### src/rtl/ulc_pkg.sv
// shared types and constants for the serial line command and led control block
// no dependencies; imported by every module of the block but the queue
`default_nettype none

package ulc_pkg;

  // input command codes
  localparam logic [1:0] CMD_BYTE  = 2'd0;
  localparam logic [1:0] CMD_TICK  = 2'd1;
  localparam logic [1:0] CMD_CLEAR = 2'd2;

  // special characters
  localparam logic [7:0] CH_BS    = 8'h08;
  localparam logic [7:0] CH_LF    = 8'h0a;
  localparam logic [7:0] CH_CR    = 8'h0d;
  localparam logic [7:0] CH_SPACE = 8'h20;
  localparam logic [7:0] CH_TILDE = 8'h7e;
  localparam logic [7:0] CH_DEL   = 8'h7f;
  localparam logic [7:0] CH_UP_A  = 8'h41;
  localparam logic [7:0] CH_UP_Z  = 8'h5a;

  // blink period after reset
  localparam logic [15:0] BLINK_PERIOD_RESET = 16'd500;

  // command words, lower case, first char in entry 0, 7-bit chars
  localparam int MATCH_CHARS = 5;
  localparam logic [4:0][6:0] WORD_HELP  = {7'h00, 7'h70, 7'h6c, 7'h65, 7'h68};
  localparam logic [4:0][6:0] WORD_ON    = {7'h00, 7'h00, 7'h00, 7'h6e, 7'h6f};
  localparam logic [4:0][6:0] WORD_OFF   = {7'h00, 7'h00, 7'h66, 7'h66, 7'h6f};
  localparam logic [4:0][6:0] WORD_BLINK = {7'h6b, 7'h6e, 7'h69, 7'h6c, 7'h62};
  localparam logic [4:0][6:0] WORD_RESET = {7'h74, 7'h65, 7'h73, 7'h65, 7'h72};

  // reported command codes
  typedef enum logic [2:0] {
    CODE_NONE    = 3'd0,
    CODE_HELP    = 3'd1,
    CODE_ON      = 3'd2,
    CODE_OFF     = 3'd3,
    CODE_BLINK   = 3'd4,
    CODE_RESET   = 3'd5,
    CODE_UNKNOWN = 3'd6
  } code_t;

  // what the back end has to send for one input
  typedef enum logic [2:0] {
    JOB_NONE,
    JOB_ECHO,
    JOB_ERASE,
    JOB_CRLF,
    JOB_FULL
  } job_kind_t;

  typedef struct packed {
    job_kind_t  kind;
    logic [7:0] data;
    code_t      code;
    logic       led;
  } job_t;

  typedef struct packed {
    logic [1:0] command;
    logic [7:0] rx_byte;
  } in_t;

  typedef struct packed {
    logic [7:0] tx_byte;
    logic       tx_valid;
    logic [2:0] command_code;
    logic       led_level;
    logic       last;
  } out_t;

  // buffer full message, sixteen bytes
  function automatic logic [7:0] full_msg_byte(input logic [3:0] idx);
    logic [7:0] b;
    case (idx)
      4'd0:    b = CH_CR;
      4'd1:    b = CH_LF;
      4'd2:    b = 8'h42;
      4'd3:    b = 8'h75;
      4'd4:    b = 8'h66;
      4'd5:    b = 8'h66;
      4'd6:    b = 8'h65;
      4'd7:    b = 8'h72;
      4'd8:    b = CH_SPACE;
      4'd9:    b = 8'h66;
      4'd10:   b = 8'h75;
      4'd11:   b = 8'h6c;
      4'd12:   b = 8'h6c;
      4'd13:   b = 8'h21;
      4'd14:   b = CH_CR;
      default: b = CH_LF;
    endcase
    return b;
  endfunction

endpackage

`default_nettype wire

### src/rtl/ulc_queue.sv
// small word queue in flip-flops between front and back end
// generic over width and depth; no package needed
`default_nettype none

module ulc_queue #(
  parameter int WIDTH = 16,
  parameter int DEPTH = 4
) (
  input  wire logic             clk,
  input  wire logic             rst,
  input  wire logic             push_valid,
  output logic                  push_ready,
  input  wire logic [WIDTH-1:0] push_data,
  output logic                  pop_valid,
  input  wire logic             pop_ready,
  output logic [WIDTH-1:0]      pop_data
);

  localparam int PTR_W = (DEPTH > 1) ? $clog2(DEPTH) : 1;
  localparam int CNT_W = $clog2(DEPTH + 1);

  logic [WIDTH-1:0] slots [DEPTH];
  logic [PTR_W-1:0] wr_ptr;
  logic [PTR_W-1:0] rd_ptr;
  logic [CNT_W-1:0] count;
  logic             do_push;
  logic             do_pop;

  assign push_ready = (count != CNT_W'(DEPTH));
  assign pop_valid  = (count != '0);
  assign pop_data   = slots[rd_ptr];
  assign do_push    = push_valid && push_ready;
  assign do_pop     = pop_valid && pop_ready;

  // storage
  always_ff @(posedge clk) begin
    if (do_push) begin
      slots[wr_ptr] <= push_data;
    end
  end

  // pointers and fill count
  always_ff @(posedge clk) begin
    if (rst) begin
      wr_ptr <= '0;
      rd_ptr <= '0;
      count  <= '0;
    end else begin
      if (do_push) begin
        wr_ptr <= (wr_ptr == PTR_W'(DEPTH - 1)) ? '0 : wr_ptr + 1'b1;
      end
      if (do_pop) begin
        rd_ptr <= (rd_ptr == PTR_W'(DEPTH - 1)) ? '0 : rd_ptr + 1'b1;
      end
      if (do_push && !do_pop) begin
        count <= count + 1'b1;
      end else if (do_pop && !do_push) begin
        count <= count - 1'b1;
      end
    end
  end

endmodule

`default_nettype wire

### src/rtl/ulc_front.sv
// front end: line editor, command match, led and blink state, one input per cycle
// while the queue has room; uses ulc_pkg; one job word per input to the queue
`default_nettype none

module ulc_front #(
  parameter int LINE_CAPACITY = 127,
  parameter int KEY_CHARS     = 5
) (
  input  wire logic          clk,
  input  wire logic          rst,
  input  wire logic          in_valid,
  output logic               in_ready,
  input  wire ulc_pkg::in_t  in_data,
  input  wire logic          cfg_valid,
  output logic               cfg_ready,
  input  wire logic [15:0]   cfg_data,
  output logic               job_valid,
  input  wire logic          job_ready,
  output ulc_pkg::job_t      job
);
  import ulc_pkg::*;

  localparam int LL_W = $clog2(LINE_CAPACITY + 1);
  localparam int KI_W = $clog2(KEY_CHARS);

  logic [LL_W-1:0]  line_length, line_length_next;
  logic [6:0]       keys [KEY_CHARS];
  logic             led_on, led_on_next;
  logic             blink_mode, blink_mode_next;
  logic [15:0]      elapsed, elapsed_next;
  logic [15:0]      elapsed_inc;
  logic [15:0]      blink_period;
  logic             key_we;
  logic [6:0]       key_wdata;
  logic [4:0][6:0]  key5;
  code_t            code;
  logic             accept;
  logic [7:0]       c;

  assign in_ready  = job_ready;
  assign job_valid = in_valid;
  assign accept    = in_valid && job_ready;
  assign cfg_ready = 1'b1;
  assign c         = in_data.rx_byte;

  // first chars of the line as seen by the matcher
  always_comb begin
    for (int i = 0; i < MATCH_CHARS; i++) begin
      key5[i] = keys[i];
    end
  end

  function automatic logic word_is(input logic [4:0][6:0] k, input logic [LL_W-1:0] len,
                                   input logic [4:0][6:0] w, input int wlen);
    logic hit;
    hit = (len == LL_W'(wlen));
    for (int i = 0; i < MATCH_CHARS; i++) begin
      if (i < wlen && k[i] != w[i]) begin
        hit = 1'b0;
      end
    end
    return hit;
  endfunction

  // line classification
  always_comb begin
    if (word_is(key5, line_length, WORD_HELP, 4)) begin
      code = CODE_HELP;
    end else if (word_is(key5, line_length, WORD_ON, 2)) begin
      code = CODE_ON;
    end else if (word_is(key5, line_length, WORD_OFF, 3)) begin
      code = CODE_OFF;
    end else if (word_is(key5, line_length, WORD_BLINK, 5)) begin
      code = CODE_BLINK;
    end else if (word_is(key5, line_length, WORD_RESET, 5)) begin
      code = CODE_RESET;
    end else begin
      code = CODE_UNKNOWN;
    end
  end

  assign elapsed_inc = (elapsed != 16'hffff) ? elapsed + 16'd1 : elapsed;

  // next state and job word
  always_comb begin
    line_length_next = line_length;
    led_on_next      = led_on;
    blink_mode_next  = blink_mode;
    elapsed_next     = elapsed;
    key_we           = 1'b0;
    key_wdata        = (c >= CH_UP_A && c <= CH_UP_Z) ? c[6:0] + 7'h20 : c[6:0];
    job.kind         = JOB_NONE;
    job.data         = c;
    job.code         = CODE_NONE;
    unique case (in_data.command)
      CMD_BYTE: begin
        if (c == CH_CR || c == CH_LF) begin
          if (line_length != '0) begin
            job.kind         = JOB_CRLF;
            job.code         = code;
            line_length_next = '0;
            if (code == CODE_ON) begin
              led_on_next     = 1'b1;
              blink_mode_next = 1'b0;
            end else if (code == CODE_OFF) begin
              led_on_next     = 1'b0;
              blink_mode_next = 1'b0;
            end else if (code == CODE_BLINK) begin
              led_on_next     = 1'b0;
              blink_mode_next = 1'b1;
              elapsed_next    = '0;
            end
          end
        end else if (c == CH_BS || c == CH_DEL) begin
          if (line_length != '0) begin
            job.kind         = JOB_ERASE;
            line_length_next = line_length - 1'b1;
          end
        end else if (c >= CH_SPACE && c <= CH_TILDE) begin
          if (line_length < LL_W'(LINE_CAPACITY)) begin
            job.kind         = JOB_ECHO;
            key_we           = (line_length < LL_W'(KEY_CHARS));
            line_length_next = line_length + 1'b1;
          end else begin
            job.kind         = JOB_FULL;
            line_length_next = '0;
          end
        end
      end
      CMD_TICK: begin
        if (blink_mode) begin
          if (elapsed_inc >= blink_period) begin
            led_on_next  = !led_on;
            elapsed_next = '0;
          end else begin
            elapsed_next = elapsed_inc;
          end
        end
      end
      CMD_CLEAR: begin
        line_length_next = '0;
      end
      default: begin
      end
    endcase
    job.led = led_on_next;
  end

  // stored key characters
  always_ff @(posedge clk) begin
    if (accept && key_we) begin
      keys[line_length[KI_W-1:0]] <= key_wdata;
    end
  end

  // editor and led state
  always_ff @(posedge clk) begin
    if (rst) begin
      line_length  <= '0;
      led_on       <= 1'b0;
      blink_mode   <= 1'b0;
      elapsed      <= '0;
      blink_period <= BLINK_PERIOD_RESET;
    end else begin
      if (cfg_valid) begin
        blink_period <= cfg_data;
      end
      if (accept) begin
        line_length <= line_length_next;
        led_on      <= led_on_next;
        blink_mode  <= blink_mode_next;
        elapsed     <= elapsed_next;
      end
    end
  end

endmodule

`default_nettype wire

### src/rtl/ulc_back.sv
// back end: expands one job word into its result words, one per cycle
// unless stalled; uses ulc_pkg; drives the registered output channel
`default_nettype none

module ulc_back (
  input  wire logic           clk,
  input  wire logic           rst,
  input  wire logic           job_valid,
  output logic                job_ready,
  input  wire ulc_pkg::job_t  job,
  output logic                out_valid,
  input  wire logic           out_ready,
  output ulc_pkg::out_t       out_data
);
  import ulc_pkg::*;

  logic [3:0] step;
  logic [3:0] last_step;
  logic       load;
  out_t       item;

  // number of words for this job, less one
  always_comb begin
    case (job.kind)
      JOB_ERASE: last_step = 4'd2;
      JOB_CRLF:  last_step = 4'd1;
      JOB_FULL:  last_step = 4'd15;
      default:   last_step = 4'd0;
    endcase
  end

  // word for the current step
  always_comb begin
    item.tx_byte      = 8'h00;
    item.tx_valid     = 1'b1;
    item.command_code = CODE_NONE;
    item.led_level    = job.led;
    item.last         = (step == last_step);
    case (job.kind)
      JOB_ECHO:  item.tx_byte = job.data;
      JOB_ERASE: item.tx_byte = (step == 4'd1) ? CH_SPACE : CH_BS;
      JOB_CRLF: begin
        item.tx_byte      = (step == 4'd0) ? CH_CR : CH_LF;
        item.command_code = job.code;
      end
      JOB_FULL:  item.tx_byte = full_msg_byte(step);
      default:   item.tx_valid = 1'b0;
    endcase
  end

  assign load      = job_valid && (!out_valid || out_ready);
  assign job_ready = load && (step == last_step);

  // output register and step counter
  always_ff @(posedge clk) begin
    if (rst) begin
      out_valid <= 1'b0;
      step      <= '0;
    end else begin
      if (load) begin
        out_valid <= 1'b1;
        step      <= (step == last_step) ? 4'd0 : step + 4'd1;
      end else if (out_ready) begin
        out_valid <= 1'b0;
      end
    end
  end

  always_ff @(posedge clk) begin
    if (load) begin
      out_data <= item;
    end
  end

endmodule

`default_nettype wire

### src/rtl/uart_line_command_led_control_core.sv
// path: job queue, then the back end output register for each result word
// input: one word per cycle while the four-entry job queue has room
// output: one result word per cycle while out_ready is high, from the back end
//   sequencer, 1 to 16 words per input (sixteen for buffer full), which sets the rate
// reset: synchronous; clears line, led, blink state, tick count, queue; period 500
`default_nettype none

module uart_line_command_led_control_core #(
  parameter int LINE_CAPACITY = 127,
  parameter int KEY_CHARS     = 5
) (
  input  wire logic          clk,
  input  wire logic          rst,
  input  wire logic          in_valid,
  output logic               in_ready,
  input  wire ulc_pkg::in_t  in_data,
  output logic               out_valid,
  input  wire logic          out_ready,
  output ulc_pkg::out_t      out_data,
  input  wire logic          cfg_valid,
  output logic               cfg_ready,
  input  wire logic [15:0]   cfg_data
);
  import ulc_pkg::*;

  localparam int JOB_W = $bits(job_t);

  logic             push_valid, push_ready;
  logic             pop_valid, pop_ready;
  job_t             push_job, pop_job;
  logic [JOB_W-1:0] pop_bits;

  // line editor and state
  ulc_front #(
    .LINE_CAPACITY (LINE_CAPACITY),
    .KEY_CHARS     (KEY_CHARS)
  ) u_front (
    .clk       (clk),
    .rst       (rst),
    .in_valid  (in_valid),
    .in_ready  (in_ready),
    .in_data   (in_data),
    .cfg_valid (cfg_valid),
    .cfg_ready (cfg_ready),
    .cfg_data  (cfg_data),
    .job_valid (push_valid),
    .job_ready (push_ready),
    .job       (push_job)
  );

  // job queue
  ulc_queue #(
    .WIDTH (JOB_W),
    .DEPTH (4)
  ) u_queue (
    .clk        (clk),
    .rst        (rst),
    .push_valid (push_valid),
    .push_ready (push_ready),
    .push_data  (push_job),
    .pop_valid  (pop_valid),
    .pop_ready  (pop_ready),
    .pop_data   (pop_bits)
  );

  assign pop_job = job_t'(pop_bits);

  // result sequencer
  ulc_back u_back (
    .clk       (clk),
    .rst       (rst),
    .job_valid (pop_valid),
    .job_ready (pop_ready),
    .job       (pop_job),
    .out_valid (out_valid),
    .out_ready (out_ready),
    .out_data  (out_data)
  );

endmodule

`default_nettype wire

### config.mk
export PLATFORM = sky130hd
export DESIGN_NAME = uart_line_command_led_control_core
export DESIGN_NICKNAME = d
export VERILOG_FILES = /design/src/rtl/ulc_pkg.sv /design/src/rtl/ulc_queue.sv /design/src/rtl/ulc_front.sv /design/src/rtl/ulc_back.sv /design/src/rtl/uart_line_command_led_control_core.sv
export SDC_FILE = /design/constraint.sdc
export NUM_CORES = 1
export LEC_CHECK = 0
export ABC_CLOCK_PERIOD_IN_PS = 10900
export BUFFER_PORTS_ARGS = -buffer_cell sky130_fd_sc_hd__buf_2
export CAP_MARGIN = 0
export CORE_MARGIN = 4
export CORE_UTILIZATION = 55
export DETAILED_ROUTE_END_ITERATION = 7
export PLACE_DENSITY = 0.83
export SLEW_MARGIN = 20
export SYNTH_ARGS = -nofsm -noshare
export SYNTH_HDL_FRONTEND = slang
export SYNTH_SLANG_ARGS = --single-unit
### constraint.sdc
create_clock -name clk -period 10.9 [get_ports clk]
set_clock_uncertainty 0.1 [all_clocks]
set_input_delay 0.545 -clock clk [delete_from_list [all_inputs] [get_ports clk]]
set_output_delay 0.545 -clock clk [all_outputs]
set_load 0.005 [all_outputs]
### Word-level counts from Yosys, hierarchy flattened

Memories as Yosys holds them, arrays and structs flattened. A register that Yosys moved wholly into a read port is not among the register bits.
Cells that the tools add are included.
W data, S select, Z words.

* register bits: 67
* logic and storage cells: 209
* memories: 3
* memory bits (read-only): 112
* output and inout port bits: 17
* input bits: 31
* memory bits (writable): 95

Memory list
* (name not given): words 16, width 7, rd ports 1, clocked after Yosys merged registers in 1, wr ports 0, line ulc_pkg.sv:76 `case (idx)`
* u_queue.slots: words 4, width 15, rd ports 1, clocked after Yosys merged registers in 1, wr ports 1, line ulc_queue.sv:22 `logic [WIDTH-1:0] slots [DEPTH];`
* u_front.keys: words 5, width 7, rd ports 5, clocked after Yosys merged registers in 0, wr ports 1, line ulc_front.sv:27 `logic [6:0] keys [KEY_CHARS];`

* order comparisons: 7
* $add $sub $neg: 9
* reduce and logical (&&, ||, !) cells: 29
* mux-type cells: 97
* equality and inequality tests: 49

Operators with widths (number)
* $mux W16: 8
* $ne A7 B7 Y1 const B: 17
* $mux W1: 51
* $mux W7: 7
* $mux W3: 15
* $pmux W16 S2: 1
* $pmux W8 S4: 1
* $eq A8 B4 Y1 const B: 3
* $add A16 B1 Y16 const B: 1
* $ge A16 B16 Y1: 1
* $le A8 B7 Y1 const B: 2
* $ne A16 B16 Y1 const B: 1
* $eq A7 B2 Y1 const B: 2
* $eq A7 B3 Y1 const B: 2
* $mux W2: 7
* $pmux W7 S2: 1
* $eq A3 B2 Y1 const B: 4
* $mux W4: 3
* $pmux W4 S3: 1
* $reduce_and A5 Y1: 2
* $logic_and A1 B1 Y1: 9
* $eq A8 B7 Y1 const B: 1
* $ge A8 B6 Y1 const B: 1
* $ge A8 B7 Y1 const B: 1
* other kinds (31): 49

### Longest topological paths before layout

An unclocked memory read counts as a cell.

* depth in word-level cells: 28
* gate-level depth with buffers: 18
* depth with buffers taken out: 16

### Cells and area by module

Synthesis repeated with hierarchy kept, for this count alone.

* cell total of the unflattened synthesis: 769
* area total of the unflattened synthesis: 8750.9 um^2

Modules (own cells, without submodules)
* ulc_front: area an instance 4565.6 um^2, seq. area each 1871.8 um^2, times used 1, cells each 500
* ulc_queue: area an instance 2640.0 um^2, seq. area each 1981.9 um^2, times used 1, cells each 126
* ulc_back: area an instance 1545.2 um^2, seq. area each 660.6 um^2, times used 1, cells each 143

### Worst setup path before layout

OpenSTA, ideal clock, no wires.

* path type: flip-flop to flip-flop
* from: register u_front.elapsed[5]
* to: register u_front.elapsed[8]
* library setup time: 0.088 ns
* path buffers: 1
* stages on the path, launching flop included: 17
* clock period less this slack: 3.822 ns
* slack: 7.078 ns
* arrival time: 3.634 ns
* data required time: 10.712 ns
* cells stage by stage: dfxtp_1 > and4_1 > nand4_1 > or3_1 > nor2_1 > nor2_1 > nand3_1 > xnor2_1 > ha_1 > a21o_1 > a21o_1 > a21oi_1 > o2111ai_1 > a21oi_1 > clkbuf_8 > or2b_2 > a311oi_2

* longest elaborated chain between the ends: 6
* elaborated cells on any way between the ends: 7
* classes of those cells: add/sub: 1; order compare: 1; eq/ne: 1; mux: 4

Ends and longest elaborated chain
* start: declaration: line ulc_front.sv:30 `logic [15:0] elapsed, elapsed_next;`
* start signal: assignment: line ulc_front.sv:172 `elapsed <= elapsed_next;`
* $add A16 B1 Y16 or $ne A16 B16 Y1 (tied branches): line ulc_front.sv:82 `assign elapsed_inc = (elapsed != 16'hffff) ? elapsed + 16'd1 : elapsed;`
* $mux W16 (*): line ulc_front.sv:82
* $ge A16 B16 Y1: line ulc_front.sv:132 `if (elapsed_inc >= blink_period) begin`
* $mux W16 (*): line ulc_front.sv:132
* $mux W16 (*): line ulc_front.sv:131 `if (blink_mode) begin`
* $pmux W16 S2 (*): line ulc_front.sv:95 `unique case (in_data.command)`

Every way passes the cells marked *; elsewhere a longest branch is shown, timed or not. The select of a mux whose other input is x is not followed.
A chain may end at the register's enable or synchronous reset.

### Final worst setup path

* from: register u_front.elapsed[5]
* to: register u_front.elapsed[5]

Same word-level chain as after synthesis.

==> impl_metrics.py <==
metrics = {
    "placed_design": {
        "place_area_um2": 8790,
        "dp.final_hpwl_mm": 11.7,
        "pre_cts_ws_ns": 6.57,
        "port_buffers": 46,
        "gp_congestion": 0.843,
    },
    "synth": {
        "syn_area_um2": 8470,
        "ys.flop_type": "edfxtp_1",
        "synth_top_area_share_pct": 38.6,
        "avgSynthCellArea_um2": 11.5,
        "synth_edf_count": 109,
        "synth.largest_area_cell": "edfxtp_1",
        "synth_nets": 809,
        "ys_types": 81,
        "ys_warn_count": 0,
        "netlist_instances": 737,
        "async_flop_share_pct": 0,
        "seq_area_frac_synth_pct": 53.3,
        "synthTopCellsByArea": "edfxtp_1 (39%), dfxtp_1 (15%), ha_1 (5.9%)",
        "synth-seq-cells": 171,
    },
    "critical_path": {
        "path_depth": 16,
        "reg2reg_from": "u_front.elapsed[5]$_SDFFE_PP0P_",
        "endpoint": "u_front.elapsed[5]$_SDFFE_PP0P_",
        "r2r-end": "u_front.elapsed[5]$_SDFFE_PP0P_",
        "max_stage_delay_ns": 0.45,
        "end_kind": "flip-flop",
        "arrival_ns": 4.77,
        "crit_type": "flip-flop to flip-flop",
        "r2r_setup_slack_ns": 6.37,
        "slowest_stage": "dfxtp_1",
        "start_kind": "flip-flop",
        "crit_required_ns": 11.14,
        "critPathTopFamily": "simple AND/OR/NAND/NOR gates",
        "worst-r2r-cell-count": 16,
        "cp.buffers_inverters": 1,
        "cp_cell_sequence": "and4_1 -> nand4_1 -> or3_1 -> nor2_1 -> nor2_1 -> nand3_1 -> xnor2_1 -> ha_1 -> a21o_1 -> a21o_1 -> a21oi_1 -> o2111ai_1 -> a21oi_1 -> buf_4 -> or2b_2 -> a311oi_2",
        "crit_path_max_fanout": 20,
        "critPathLaunch": "u_front.elapsed[5]$_SDFFE_PP0P_",
    },
    "timing": {
        "finalMaxSlewViolations": 0,
        "finalCriticalPeriod_ns": 4.53,
        "worst_pin_slew_ns": 0.954,
        "final-hold-violation-count": 0,
        "layout_worst_path_cycle_share_pct": 41.5,
        "setup_slack_ns": 6.37,
        "slew_headroom_pct": 36.3,
        "setup_tns_ns": 0,
        "rsz0062_at_grt": "no",
        "finalSetupViolCount": 0,
        "fmax_ghz": 0.221,
    },
    "layout": {
        "final_cell_mix": "edfxtp_1 (109), dfxtp_1 (62), nor2_1 (58), nand2_1 (56), a21oi_1 (49)",
        "design_area_um2": 9340,
        "nets": 852,
        "final_common_cell": "edfxtp_1",
        "num-fill-cells": 1115,
        "regArea_um2": 4510,
        "area_delta_synth_final_pct": 10.2,
        "multi_input_area_um2": 3610,
        "drive_gt1_share_pct": 17.3,
        "antenna_cells": 0,
        "final_core_util_pct": 61.7,
    },
    "power_and_ir_drop": {
        "p_leak_uw": 0.00348,
        "intPower_uw": 1220,
        "p_clk_share_pct": 33.3,
        "power-per-cell-area_nw_per_um2": 182,
        "sequentialPowerShare_pct": 47.6,
        "switching_share_pct": 28.0,
        "ir_worst_vdd_uv": 119,
        "p_comb_share_pct": 19.1,
        "switching_power_uw": 476,
    },
    "drt": {
        "wirelength_mm": 17.1,
        "vias_per_cell": 5.99,
        "dr_total_vias": 5874,
        "drc": 0,
        "first_pass_iters": 5,
        "wire_per_inst_um": 17.4,
        "antenna_left": 0,
        "drtIter0Drc": 390,
    },
    "clock_network": {
        "cts_tree": "yes",
        "cts_num_sinks": 171,
        "clk_latency_ns": 0.43,
        "clockBufferDepth": 2,
        "post_cts_buffers": 0,
        "cts_hold_buffers": 0,
        "clk_pin_slew_ns": 0.06,
        "numCtsBuffers": 17,
        "cts-resized-gates": 0,
        "cts_root_buffer": "clkbuf_16",
        "htree_levels": 4,
    },
    "global_route": {
        "antenna_found_initial": 2,
        "grt-ovfl-total": 0,
        "grt_use_total_pct": 20.1,
        "grt_pass1_wl_mm": 28.2,
        "grt_max_degree": 53,
        "grt_pass1_vias": 5763,
    },
    "min_path": {
        "min_path_type": "input pin to flip-flop",
    },
    "floorplan": {
        "initial_core_util_pct": 55.9,
        "chipHeight_um": 132,
        "coreArea_um2": 15100,
        "ios": 48,
        "die_width_um": 132,
        "dieArea_um2": 17500,
        "rows": 45,
    },
    "job": {
        "drv_cap": 0,
    },
    "run_status": {
        "status": "finished clean",
    },
}
## tightest hold or removal path: cells and delay by family
family,cells,cell delay [ns]
buffers and inverters,1,0.08
AOI/OAI and AO/OA,1,0.07
and+or+nand+nor,1,0.04
## synth_stat cells (all sizes together) (4+ instances only)
cell type and n:
ha 40, a21oi 54, xor2 8, clkbuf 18, dfxtp 62, o21ai 18, nor3 16, a22oi 4
mux4 15, a211oi 9, and2 6, nor4 10, nand3b 7, nor2b 10, a21o 11, o32ai 4
a311oi 5, or3 12, or2b 4, nand3 31, buf 9, nand2b 7, o211ai 9, mux2i 11
and3 11, edfxtp 109, nand2 57, nand4b 4, inv 40, nor4b 4, nand4 9, xnor2 9
a31oi 5, o22a 4, nor2 58
## routing by layer
| metal | part of all wire, % | global-route usage, % | vias up |
|---|---|---|---|
| li1 | - | - | 2847 |
| met3 | 5.0 | 4.39 | 38 |
| met2 | 49 | 33.7 | 174 |
| met4 | 2.5 | 8.17 | 4 |
| met1 | 43 | 25.4 | 2811 |
| met5 | 0.082 | 0 | - |
## power groups by stage
stage / combinational [µW] / sequential [µW] / clock [µW]
5_1_grt: 363 / 819 / 596
3_3_place_gp: 316 / 820 / 0
3_5_place_dp: 322 / 824 / 0
6_report: 325 / 809 / 566
2_1_floorplan: 238 / 808 / 0
4_1_cts: 326 / 810 / 572
## through the flow
step	power, µW	hold WS, ns	std cells
after CTS	1710	0.219	980
after global routing	1780	0.239	980
final	1700	0.238	980
after floorplan	1050	0.354	737
after detailed placement	1150	0.379	949
after global placement	1140	0.367	949
## area by class of cell
| cell class | count | share of cell area [%] |
|---|---|---|
| clock buffer | 18 | 4.60 |
| clock inverter | 13 | 1.30 |
| inverter | 40 | 1.61 |
| multi-input combinational | 498 | 38.7 |
| sequential | 171 | 48.3 |
| tap | 188 | 2.52 |
| timing repair buffer | 52 | 2.95 |
## flip-flops by register name (all words and copies together), names as in the netlist, named ones only
signal / cells
u_queue.slots: 60
u_front.keys: 35
u_front.blink_period: 16
u_front.elapsed: 16
u_back.out_data: 14
u_front.line_length: 7
u_back.step: 4
u_queue.count: 3
u_queue.rd_ptr: 2
u_queue.wr_ptr: 2
u_back.out_valid: 1
u_front.blink_mode: 1
u_front.led_on: 1
## worst min-delay path by stage
stage	start	to	slack [ns]	cells after the start
final	cfg_data[8]	u_front.blink_period[8]$_SDFFE_PP1P_	0.24	3
after global routing	cfg_data[4]	u_front.blink_period[4]$_SDFFE_PP1P_	0.24	3
after CTS	cfg_data[8]	u_front.blink_period[8]$_SDFFE_PP1P_	0.22	3
after detailed placement	u_back.out_valid$_SDFFE_PP0P_	u_back.out_valid$_SDFFE_PP0P_	0.38	2
after global placement	u_back.out_valid$_SDFFE_PP0P_	u_back.out_valid$_SDFFE_PP0P_	0.37	2
after floorplan	u_queue.rd_ptr[1]$_SDFFE_PP0P_	flip-flop	0.35	2
## cells by family (layout without fill, tap and decap cells)
logic type	count (synthesis)	in the layout	synth area share, %
XOR/XNOR	17	17	1.76
flip-flops	171	171	53.3
buffers and inverters	68	123	4.13
adder cells (fa/ha/maj)	41	41	6.14
AO/OA/AOI/OAI	149	149	12.2
multiplexers	29	29	5.69
AND/OR/NAND/NOR	261	261	16.7
other	1	1	0.0443
Note: power is estimated with default switching activity, not from simulation.
